## src/hdl/gradient_message_parser_unit_assert.svh

```systemverilog
// Assertion macros shared by the gradient message parser modules.
`ifndef GRADIENT_MESSAGE_PARSER_UNIT_ASSERT_SVH
`define GRADIENT_MESSAGE_PARSER_UNIT_ASSERT_SVH

// Condition that must hold at every clock edge out of reset.
`define GMP_ASSERT_NOW(label, cond, msg) \
    label: assert property (@(posedge clk) disable iff (!rst_n) (cond)) else $error(msg);

// Consequent that must hold in the cycle after the antecedent.
`define GMP_ASSERT_NEXT(label, ante, cons, msg) \
    label: assert property (@(posedge clk) disable iff (!rst_n) (ante) |=> (cons)) \
        else $error(msg);

`endif

```

## src/hdl/gmp_pkg.sv

```systemverilog
// Types and constants of the gradient message parser.
package gmp_pkg;

    localparam int SENDER_BYTES = 16;
    localparam int WORD_BYTES   = 4;
    localparam int COUNT_BYTES  = 2;
    localparam int HEADER_BYTES = SENDER_BYTES + 1 + WORD_BYTES + WORD_BYTES + COUNT_BYTES;
    localparam int HOP_POS      = SENDER_BYTES;
    localparam int SAMPLE_POS   = HOP_POS + 1;
    localparam int STAMP_POS    = SAMPLE_POS + WORD_BYTES;
    localparam int COUNT_POS    = HEADER_BYTES - COUNT_BYTES;

    localparam int POS_W = 19;
    localparam logic [POS_W-1:0] POS_MAX = '1;

    localparam logic [15:0] LIMIT_RESET = 16'd1024;

    localparam int QUEUE_DEPTH = 2;
    localparam int QUEUE_PTR_W = $clog2(QUEUE_DEPTH);
    localparam int QUEUE_CNT_W = $clog2(QUEUE_DEPTH + 1);

    typedef enum logic [1:0] {
        KIND_HEADER = 2'd0,
        KIND_WORD   = 2'd1,
        KIND_END    = 2'd2
    } kind_t;

    typedef enum logic [1:0] {
        ST_OK    = 2'd0,
        ST_SHORT = 2'd1,
        ST_OVER  = 2'd2,
        ST_TRUNC = 2'd3
    } status_t;

    typedef struct packed {
        kind_t       kind;
        logic [63:0] sender_high;
        logic [63:0] sender_low;
        logic [7:0]  hops_left;
        logic [31:0] samples;
        logic [31:0] stamp_minutes;
        logic [15:0] word_count;
        logic [15:0] word_index;
        logic [31:0] word_bits;
        status_t     status;
        logic        final_res;
    } result_t;

    // One accepted byte produces at most one entry: a first result,
    // optionally followed by an end result that carries only its status.
    typedef struct packed {
        result_t res;
        logic    has_end;
        status_t end_status;
    } entry_t;

    typedef struct packed {
        logic   push;
        entry_t entry;
    } push_t;

    function automatic result_t end_result(status_t st);
        result_t r;
        r           = '0;
        r.kind      = KIND_END;
        r.status    = st;
        r.final_res = 1'b1;
        return r;
    endfunction

endpackage

```

## src/hdl/gmp_parser.sv

```systemverilog
// Byte-wise header and gradient word assembly with end-of-message status.
`include "gradient_message_parser_unit_assert.svh"

module gmp_parser (
    input  logic                  clk,
    input  logic                  rst_n,
    input  logic                  in_fire,
    input  logic [7:0]            byte_value,
    input  logic                  last_byte,
    input  logic                  cfg_fire,
    input  logic [15:0]           cfg_data,
    output gmp_pkg::push_t        push
);

    logic [gmp_pkg::POS_W-1:0] pos_reg, pos_next;
    logic [63:0] sender_reg [2];
    logic [63:0] sender_next [2];
    logic [7:0]  hop_reg, hop_next;
    logic [31:0] sample_reg, sample_next;
    logic [31:0] stamp_reg, stamp_next;
    logic [15:0] count_reg, count_next;
    logic [31:0] asm_reg, asm_next;
    logic [15:0] words_reg, words_next;
    logic        over_reg, over_next;
    logic [15:0] limit_reg;

    logic [1:0]  sample_lane, stamp_lane, word_lane;
    logic        count_lane;
    logic [2:0]  sender_lane;
    logic        word_emit, header_emit;
    logic        past_header;
    gmp_pkg::status_t end_st;
    gmp_pkg::result_t first_res;

    always_comb
    begin
        sample_lane = 2'(pos_reg - gmp_pkg::POS_W'(gmp_pkg::SAMPLE_POS));
        stamp_lane  = 2'(pos_reg - gmp_pkg::POS_W'(gmp_pkg::STAMP_POS));
        count_lane  = 1'(pos_reg - gmp_pkg::POS_W'(gmp_pkg::COUNT_POS));
        word_lane   = 2'(pos_reg - gmp_pkg::POS_W'(gmp_pkg::HEADER_BYTES));
        sender_lane = 3'd7 - pos_reg[2:0];
        past_header = pos_reg >= gmp_pkg::POS_W'(gmp_pkg::HEADER_BYTES);

        pos_next       = pos_reg;
        sender_next[0] = sender_reg[0];
        sender_next[1] = sender_reg[1];
        hop_next       = hop_reg;
        sample_next    = sample_reg;
        stamp_next     = stamp_reg;
        count_next     = count_reg;
        asm_next       = asm_reg;
        words_next     = words_reg;
        over_next      = over_reg;
        word_emit      = 1'b0;
        header_emit    = 1'b0;

        // Each header byte lands in an empty lane, so a lane write matches an OR.
        if (pos_reg < gmp_pkg::POS_W'(gmp_pkg::SENDER_BYTES))
        begin
            sender_next[pos_reg[3]][8*sender_lane +: 8] = byte_value;
        end
        else if (pos_reg == gmp_pkg::POS_W'(gmp_pkg::HOP_POS))
        begin
            hop_next = byte_value;
        end
        else if (pos_reg < gmp_pkg::POS_W'(gmp_pkg::STAMP_POS))
        begin
            sample_next[8*sample_lane +: 8] = byte_value;
        end
        else if (pos_reg < gmp_pkg::POS_W'(gmp_pkg::COUNT_POS))
        begin
            stamp_next[8*stamp_lane +: 8] = byte_value;
        end
        else if (pos_reg < gmp_pkg::POS_W'(gmp_pkg::HEADER_BYTES))
        begin
            count_next[8*count_lane +: 8] = byte_value;
        end
        else if (!over_reg && (words_reg < count_reg))
        begin
            asm_next[8*word_lane +: 8] = byte_value;
            if (word_lane == 2'(gmp_pkg::WORD_BYTES - 1))
            begin
                word_emit  = 1'b1;
                words_next = words_reg + 16'd1;
                asm_next   = '0;
            end
        end

        if (pos_reg == gmp_pkg::POS_W'(gmp_pkg::HEADER_BYTES - 1))
        begin
            header_emit = 1'b1;
            over_next   = count_next > limit_reg;
        end

        if (pos_reg != gmp_pkg::POS_MAX)
        begin
            pos_next = pos_reg + 1'b1;
        end

        if (pos_reg < gmp_pkg::POS_W'(gmp_pkg::HEADER_BYTES - 1))
        begin
            end_st = gmp_pkg::ST_SHORT;
        end
        else if (over_next)
        begin
            end_st = gmp_pkg::ST_OVER;
        end
        else if (words_next < count_next)
        begin
            end_st = gmp_pkg::ST_TRUNC;
        end
        else
        begin
            end_st = gmp_pkg::ST_OK;
        end

        first_res = '0;
        if (word_emit)
        begin
            first_res.kind       = gmp_pkg::KIND_WORD;
            first_res.word_index = words_reg;
            first_res.word_bits  = {byte_value, asm_reg[23:0]};
        end
        else if (header_emit)
        begin
            first_res.kind          = gmp_pkg::KIND_HEADER;
            first_res.sender_high   = sender_next[0];
            first_res.sender_low    = sender_next[1];
            first_res.hops_left     = hop_next;
            first_res.samples       = sample_next;
            first_res.stamp_minutes = stamp_next;
            first_res.word_count    = count_next;
        end
        else
        begin
            first_res = gmp_pkg::end_result(end_st);
        end

        push.push             = in_fire && (word_emit || header_emit || last_byte);
        push.entry.res        = first_res;
        push.entry.has_end    = last_byte && (word_emit || header_emit);
        push.entry.end_status = end_st;

        if (last_byte)
        begin
            pos_next       = '0;
            sender_next[0] = '0;
            sender_next[1] = '0;
            hop_next       = '0;
            sample_next    = '0;
            stamp_next     = '0;
            count_next     = '0;
            asm_next       = '0;
            words_next     = '0;
            over_next      = 1'b0;
        end
    end

    always_ff @(posedge clk or negedge rst_n)
    begin
        if (!rst_n)
        begin
            pos_reg       <= '0;
            sender_reg[0] <= '0;
            sender_reg[1] <= '0;
            hop_reg       <= '0;
            sample_reg    <= '0;
            stamp_reg     <= '0;
            count_reg     <= '0;
            asm_reg       <= '0;
            words_reg     <= '0;
            over_reg      <= 1'b0;
            limit_reg     <= gmp_pkg::LIMIT_RESET;
        end
        else
        begin
            if (in_fire)
            begin
                pos_reg       <= pos_next;
                sender_reg[0] <= sender_next[0];
                sender_reg[1] <= sender_next[1];
                hop_reg       <= hop_next;
                sample_reg    <= sample_next;
                stamp_reg     <= stamp_next;
                count_reg     <= count_next;
                asm_reg       <= asm_next;
                words_reg     <= words_next;
                over_reg      <= over_next;
            end
            if (cfg_fire)
            begin
                limit_reg <= cfg_data;
            end
        end
    end

    `GMP_ASSERT_NEXT(a_last_clears_pos, in_fire && last_byte, pos_reg == '0, "pos not cleared")
    `GMP_ASSERT_NOW(a_over_after_header, !over_reg || past_header, "over flag inside header")
    `GMP_ASSERT_NOW(a_words_in_count, words_reg <= count_reg, "more words than counted")

endmodule

```

## src/hdl/gmp_out_queue.sv

```systemverilog
// Two-entry result queue; an entry may unroll into a result and an end result.
`include "gradient_message_parser_unit_assert.svh"

module gmp_out_queue (
    input  logic              clk,
    input  logic              rst_n,
    input  gmp_pkg::push_t    push,
    output logic              space,
    output logic              out_valid,
    input  logic              out_ready,
    output gmp_pkg::result_t  out_res
);

    gmp_pkg::entry_t mem [gmp_pkg::QUEUE_DEPTH];

    logic [gmp_pkg::QUEUE_PTR_W-1:0] wr_ptr_reg, wr_ptr_next;
    logic [gmp_pkg::QUEUE_PTR_W-1:0] rd_ptr_reg, rd_ptr_next;
    logic [gmp_pkg::QUEUE_CNT_W-1:0] count_reg, count_next;
    logic                            sub_reg, sub_next;

    gmp_pkg::entry_t head;
    logic            pop_slot, pop_entry;

    localparam logic [gmp_pkg::QUEUE_PTR_W-1:0] PTR_LAST =
        gmp_pkg::QUEUE_PTR_W'(gmp_pkg::QUEUE_DEPTH - 1);
    localparam logic [gmp_pkg::QUEUE_CNT_W-1:0] CNT_FULL =
        gmp_pkg::QUEUE_CNT_W'(gmp_pkg::QUEUE_DEPTH);

    always_comb
    begin
        head      = mem[rd_ptr_reg];
        space     = count_reg != CNT_FULL;
        out_valid = count_reg != '0;
        out_res   = sub_reg ? gmp_pkg::end_result(head.end_status) : head.res;
        pop_slot  = out_valid && out_ready;
        pop_entry = pop_slot && (sub_reg || !head.has_end);

        wr_ptr_next = wr_ptr_reg;
        rd_ptr_next = rd_ptr_reg;
        sub_next    = sub_reg;
        count_next  = count_reg;

        if (push.push)
        begin
            wr_ptr_next = (wr_ptr_reg == PTR_LAST) ? '0 : wr_ptr_reg + 1'b1;
        end
        if (pop_slot)
        begin
            sub_next = !pop_entry;
        end
        if (pop_entry)
        begin
            rd_ptr_next = (rd_ptr_reg == PTR_LAST) ? '0 : rd_ptr_reg + 1'b1;
        end

        case ({push.push, pop_entry})
            2'b10:   count_next = count_reg + 1'b1;
            2'b01:   count_next = count_reg - 1'b1;
            default: count_next = count_reg;
        endcase
    end

    always_ff @(posedge clk)
    begin
        if (push.push)
        begin
            mem[wr_ptr_reg] <= push.entry;
        end
    end

    always_ff @(posedge clk or negedge rst_n)
    begin
        if (!rst_n)
        begin
            wr_ptr_reg <= '0;
            rd_ptr_reg <= '0;
            count_reg  <= '0;
            sub_reg    <= 1'b0;
        end
        else
        begin
            wr_ptr_reg <= wr_ptr_next;
            rd_ptr_reg <= rd_ptr_next;
            count_reg  <= count_next;
            sub_reg    <= sub_next;
        end
    end

    `GMP_ASSERT_NOW(a_count_bound, count_reg <= CNT_FULL, "queue count beyond depth")
    `GMP_ASSERT_NOW(a_sub_has_end, !sub_reg || (out_valid && head.has_end), "end slot shown without end result")
    `GMP_ASSERT_NEXT(a_push_counts, push.push && !pop_entry, count_reg == $past(count_reg) + 1'b1, "push not counted")

endmodule

```

## src/hdl/gradient_message_parser_unit.sv

```systemverilog
// Gradient message parser: byte stream in, header, gradient word and end results out.
//
// Usage:
//   s_* carries one message byte per item in s_tdata[7:0]; s_tlast marks the last byte.
//   m_* carries one result per item: m_tuser is the kind (header, gradient word, end),
//   m_tlast is set on the end result, m_tdata packs the remaining fields.
//   cfg_valid/cfg_ready/cfg_data write the 16-bit gradient limit (reset 1024);
//   cfg_ready is always high, write only while no message is in flight.
// Timing:
//   A byte is taken every cycle while s_tready is high. Its results are registered in
//   the queue before they show on m_*. A byte that yields both a result and the end
//   result shows them one after the other; all other bytes yield at most one result.
//   Results wait in a two-entry queue; s_tready follows its fill count alone, so bytes
//   are still taken while a result stalls until both entries are held, then it falls.
// Reset:
//   Clears the parser to the start of a message, empties the queue and loads the
//   default limit. After each end result the parser returns to the same start state.
module gradient_message_parser_unit (
    input  logic         clk,
    input  logic         rst_n,
    input  logic         s_tvalid,
    output logic         s_tready,
    input  logic [7:0]   s_tdata,   // [7:0] byte_value
    input  logic         s_tlast,   // last_byte
    output logic         m_tvalid,
    input  logic         m_tready,
    output logic [271:0] m_tdata,   // sender_high, sender_low, hops_left, samples,
                                    // stamp_minutes, word_count, word_index, word_bits,
                                    // status, zero pad
    output logic [1:0]   m_tuser,   // result_kind
    output logic         m_tlast,   // final_res
    input  logic         cfg_valid,
    output logic         cfg_ready,
    input  logic [15:0]  cfg_data
);

    gmp_pkg::push_t   push;
    gmp_pkg::result_t res;
    logic             in_fire;

    assign cfg_ready = 1'b1;
    assign in_fire   = s_tvalid && s_tready;

    gmp_parser u_parser (
        .clk        (clk),
        .rst_n      (rst_n),
        .in_fire    (in_fire),
        .byte_value (s_tdata),
        .last_byte  (s_tlast),
        .cfg_fire   (cfg_valid && cfg_ready),
        .cfg_data   (cfg_data),
        .push       (push)
    );

    gmp_out_queue u_queue (
        .clk       (clk),
        .rst_n     (rst_n),
        .push      (push),
        .space     (s_tready),
        .out_valid (m_tvalid),
        .out_ready (m_tready),
        .out_res   (res)
    );

    assign m_tdata = {6'b0, res.status, res.word_bits, res.word_index, res.word_count,
                      res.stamp_minutes, res.samples, res.hops_left,
                      res.sender_low, res.sender_high};
    assign m_tuser = res.kind;
    assign m_tlast = res.final_res;

endmodule
```

## config.mk

```make
export PLATFORM = sky130hd
export DESIGN_NAME = gradient_message_parser_unit
export DESIGN_NICKNAME = d
export VERILOG_FILES = /design/src/hdl/gmp_pkg.sv /design/src/hdl/gmp_parser.sv /design/src/hdl/gmp_out_queue.sv /design/src/hdl/gradient_message_parser_unit.sv
export VERILOG_INCLUDE_DIRS = /design/src /design/src/hdl
export SDC_FILE = /design/constraint.sdc
export NUM_CORES = 1
export LEC_CHECK = 0
export BUFFER_PORTS_ARGS = -buffer_cell sky130_fd_sc_hd__buf_2
export CAP_MARGIN = 20
export CORE_UTILIZATION = 55
export CTS_BUF_LIST = sky130_fd_sc_hd__clkbuf_4
export DETAILED_ROUTE_END_ITERATION = 6
export PLACE_DENSITY = 0.74
export RECOVER_POWER = 100
export SYNTH_ARGS = -nofsm -noshare
export SYNTH_HDL_FRONTEND = slang
export SYNTH_SLANG_ARGS = --single-unit
```

## constraint.sdc

```tcl
create_clock -name clk -period 18.5 [get_ports clk]
set_input_delay 1.85 -clock clk [delete_from_list [all_inputs] [get_ports clk]]
set_output_delay 1.85 -clock clk [all_outputs]
set_load 0.05 [all_outputs]
```

Yosys cells after proc, flatten, opt, wreduce, memory -nomap -nowiden
Memory sizes are Yosys's and may differ from the RTL's.
Cells that the tools add are included.
{"block": "op_classes", "eq_ne": 12, "shifts": 10, "bitwise": 1, "muxes": 70, "n_addsub": 16, "magnitude_cmp": 10, "reduce_logical": 19}
{"cell": "2-to-1 mux 32 bit", "count": 17}
{"cell": "2-to-1 mux 269 bit", "count": 1}
{"cell": "2-to-1 mux 128 bit", "count": 2}
{"cell": "2-to-1 mux 16 bit", "count": 14}
{"cell": "2-to-1 mux 218 bit", "count": 1}
{"cell": "2-to-1 mux 216 bit", "count": 1}
{"cell": "bitwise mux 128 bit", "count": 1}
{"cell": "negator 5 -> 34 bit", "count": 3}
{"cell": "variable shift 8 x 34 -> 32 bit, first input constant", "count": 3}
{"cell": "variable part select 8 x 34 -> 32 bit", "count": 3}
{"cell": "bitwise mux 32 bit", "count": 3}
{"cell": "< comparator 19 x 5 -> 1 bit, second input constant", "count": 5}
{"cell": "demux 64 bit (select 1 bit)", "count": 1}
{"cell": "2-to-1 mux 64 bit", "count": 1}
{"cell": "variable shift 8 x 34 -> 64 bit, first input constant", "count": 1}
{"cell": "variable part select 8 x 34 -> 64 bit", "count": 1}
{"cell": "2-to-1 mux 48 bit", "count": 1}
{"cell": "== test 19 x 5 -> 1 bit, second input constant", "count": 2}
{"cell": "2-to-1 mux 19 bit", "count": 2}
{"cell": "negator 4 -> 34 bit", "count": 1}
{"cell": "negator 6 -> 34 bit", "count": 1}
{"cell": "variable shift 8 x 34 -> 16 bit, first input constant", "count": 1}
{"cell": "variable part select 8 x 34 -> 16 bit", "count": 1}
{"cell": "< comparator 16 bit", "count": 2}
{"cell": "other kinds (28)", "count": 69}
{"block": "totals", "wordCells": 154, "memories": 1, "mem_bits_rw": 544, "inputBits": 30, "register_bits": 305, "out_inout_bits": 278}
{"memory": "u_queue.mem", "depth": 2, "word_bits": 272, "read_ports": 1, "rd_clocked_by_memory_dff": 0, "wr": 1, "line_no": "gmp_out_queue.sv:14", "source": "gmp_pkg::entry_t mem [gmp_pkg::QUEUE_DEPTH];"}

Longest topological paths before layout
{"block": "logic_depth", "word_depth": 15, "mapped_depth": 18, "ltp_nobuf": 17}

Hierarchy
A second synthesis with hierarchy kept.
{"block": "unflattened", "cells_unflattened": 3278, "area_unflattened_um2": 39195.1}
{"module": "gmp_out_queue", "cells_per_inst": 1166, "area_per_inst_um2": 20807.5, "instances": 1, "seq_area_each_um2": 16460.8}
{"module": "gmp_parser", "cells_per_inst": 2102, "area_per_inst_um2": 18321.3, "instances": 1, "seq_area_each_um2": 7308.3}
{"module": "gradient_message_parser_unit", "cells_per_inst": 10, "area_per_inst_um2": 66.3, "instances": 1, "seq_area_each_um2": 0.0}

Least setup slack after synthesis
Ideal clock, no wire load.
{"block": "synth_timing", "kind": "input to register", "startpoint": "in s_tlast", "endpoint": "mem u_queue.mem[0][0] (netlist name), enable pin", "required_ps": 17591, "setup_time_ps": 909, "stages": 5, "arrival_ps": 14031, "path_buffers": 3, "path_slack_ps": 3560, "cell_sequence": "clkbuf_1 clkbuf_1 clkbuf_1 o21ai_2 nor2_1"}
{"block": "synth_via", "elab_chain_len": 4}
{"element": "start: declaration", "line_no": "gradient_message_parser_unit.sv:24", "source": "input logic s_tlast,"}
{"element": "logical OR 1 bit", "line_no": "gmp_parser.sv:139", "source": "push.push = in_fire && (word_emit || header_emit || last_byte);"}
{"element": "logical AND 1 bit", "line_no": "gmp_parser.sv:139"}
{"element": "2-to-1 mux 1 bit", "line_no": "gmp_out_queue.sv:65", "source": "if (push.push)"}
{"element": "2-to-1 mux 1 bit (implied by the code)", "line_no": "gmp_out_queue.sv:67", "source": "mem[wr_ptr_reg] <= push.entry;"}
{"element": "end: declaration", "line_no": "gmp_out_queue.sv:14"}
Every way passes these cells.

Final worst setup path
{"block": "layout_timing", "startpoint": "in s_tlast", "endpoint": "mem u_queue.mem[1][92] (netlist name), enable pin"}
The elaborated chain is that of the path after synthesis.

==> metrics.md <==
| Metric | Value |
|---|---|
| Status | finished with violations |
| Failing checks | max-capacitance violations, max-slew violations |
| Worst Path Required | 19150 ps |
| Yosys warnings | 0 |
| Post-cts sizing count | 0 |
| Crit start category | input port |
| WL final | 100000 um |
| Hold Path Class | flip-flop to flip-flop |
| Total GRT Usage | ~28% |
| Worst vdd ir | 0.000120 V |
| Max reg flops | 542 |
| Port-buffer cells | 300 |
| Largest stage delay, worst path | roughly 3300 ps |
| Cell leakage power | 17.2 nW |
| Hold WS | 482 ps |
| Min-delay src | u_parser.sender_reg[36] |
| Antenna Nets Post-Route | 0 |
| Setup TNS | 0 ps |
| Row Count | 97 |
| Fin crit share | 58.3% |
| Residual DRC | 0 |
| Global-route wire length before repair | 152000 um |
| Clk buf depth | 3 |
| Post-synth EDFFs | 542 |
| CTS Hold Buffers Added | 0 |
| Layout area overhead | 11.3% |
| Post-CTS Setup Inserts | 0 |
| Clock skew | 66.7 ps |
| Top cells by count, synth | edfxtp_1 (542), nand2_1 (531), nor2_1 (472) |
| DRT iter0 DRCs | 3228 |
| Synth area leader | edfxtp_1 |
| DR vias | just under 30000 |
| R2R Path Start | u_parser.pos_reg[9] |
| Syn avg cell area | 11.0 sq um |
| 1st-pass router iterations | 6 |
| CORE AREA | 70000 sq um |
| Max Fclk | 0.0927 GHz |
| Slew HR | -289% |
| Synth top area cells | edfxtp_1 (42%), dfrtp_1 (19%), mux2i_1 (7.7%) |
| Slowest-stage cell, CP | clkbuf_1 |
| Crit Path Class | input port to flip-flop |
| Crit Path Max Fanout | 109 |
| Yosys cell types | 76 |
| DPL Wire Length | 62800 um |
| Hold Vio Cnt, Final | 0 |
| Die H | approximately 270 um |
| Crit path DAT | 11440 ps |
| Vias in the first global route | approximately 27000 |
| Max Slew Vio Count | 1171 |
| Final core utilization | between 60% and 70% |
| Worst Tran Pin Value | 5840 ps |
| Sink Count | between 800 and 900 |
| CTS Buf Count | about 210 |
| Drt via density | 5.82 |
| Clock latency on the worst-skew pair | 1090 ps |
| DIE AREA | 71900 sq um |
| FFs w/ async S/R, synth | 35.4% |
| Seq cells post-synth | 839 |
| Worst-path cell chain | clkbuf_1, o21ai_0, nor2_1, clkbuf_1, buf_4, buf_4 |
| Max Cap Viol | 16 |
| Ratio of cells with drive above 1 in the final layout | 11.3% |
| CTS tree | yes |
| Gr ovfl total | 0 |
| Worst-path clk slew | about 60 ps |
| Cells after Synth | 3540 |
| Crit. End Element | flip-flop |
| Worst Setup SP | s_tlast |
| Nets | just under 4000 |
| Starting Density | 55.6% |
| PD cells | ~150 nW/um^2 |
| Overall power | 6.58 mW |
| Die W | 268 um |
| Pin count of the biggest net entering global routing | between 100 and 150 |
| DR WL/cell | ~20 um |
| CTS Root Cell | clkbuf_4 |
| Sequential area share after synthesis | approximately three fifths |
| Top cell type's share of synthesized area | 41.8% |
| Most frequent cell after synthesis | edfxtp_1 |
| Final setup viols | 0 |
| Initial antenna violation count | 2 |
| RSZ-0062 raised after global routing | no |
| Synth Flop Type | edfxtp_1 |
| Mapped cell area | 39000 sq um |
| # IOs | 308 |
| Routability-driven placement congestion ratio | 0.881 |
| CTS H-tree depth | 4 |
| Tmin final | 10780 ps |
## cell type report
cell class	count	area [sq um]
Antenna cell	5	12.5
Clock buffer	344	2580
Clock inverter	42	243
Fill cell	5837	26700
Inverter	72	270
Multi-Input combinational cell	2373	13900
Sequential cell	839	23700
Tap cell	940	1180
Timing Repair Buffer	341	1470
## where the power goes
group	leakage [nW]	internal, mW	switching, mW
Combinational	6.41	0.594	1.92
Clock	1.69	0.853	0.741
Sequential	9.05	2.30	0.168
Total	17.2	3.75	2.83
## path summary, 6_finish.rpt
path / slack (ps) / cells past startpoint / endpoint
worst max-delay path: 7720 / 6 / u_queue.mem[1][92]
worst min-delay path: 480 / 2 / u_parser.sender_reg[36]
worst max register to register: 8260 / 9 / u_queue.mem[1][92]
worst min register to register: 480 / 2 / u_parser.sender_reg[36]
max in group asynchronous: 9920 / 2 / u_queue.rd_ptr_reg
min in group asynchronous: 2940 / 1 / u_parser.sender_reg[87]
## critical path: cells and delay by family
| family | cells | cell delay (ps) |
|---|---|---|
| buffers and inverters | 4 | 7190 |
| AO/OA/AOI/OAI | 1 | 1070 |
| AND/OR/NAND/NOR | 1 | 1070 |
## logic make-up after synthesis
kind of cell             Yosys count  synth area share (%)
XOR/XNOR                          27                 0.607
adder cells (fa/ha/maj)           56                  1.80
AO/OA/AOI/OAI                    753                  12.0
other                              2                0.0193
buffers and inverters            333                  3.46
AND/OR/NAND/NOR                 1223                  13.3
multiplexers                     307                  7.96
flip-flops                       839                  60.9
## placed cells by master, fill, tap and decap left out, drive strengths merged, types with 14 or more instances in the layout
cell,instances
a21boi,96
a21oi,181
a22oi,118
a32oi,16
and2,19
and3,47
buf,53
clkbuf,632
clkinv,30
dfrtp,296
edfxtp,542
ha,56
inv,78
mux2i,301
nand2,533
nand3,25
nand4,18
nor2,476
nor3,47
nor4,16
o21ai,253
o22ai,16
xor2,14
## metal layers
| layer | GRT usage (%) | up-vias | part of all wire [%] |
|---|---|---|---|
| met2 | 41.7 | 1342 | 46 |
| met1 | 38.7 | 14000 | 42 |
| met3 | 6.19 | 191 | 8.5 |
| met5 | 0 | - | 0 |
| li1 | - | 13300 | - |
| met4 | 11.3 | 0 | 3.2 |
## metrics by stage
step                cells  instance area [sq um]  worst slack, ps
floorplan            3545                  39000             3560
global placement     4559                  40900            11880
detailed placement   4560                  40900            11860
CTS                  4946                  43800            11840
global route         4953                  43400             6930
finish               4956                  43400             7720
Power figures use the tool's default switching activity.
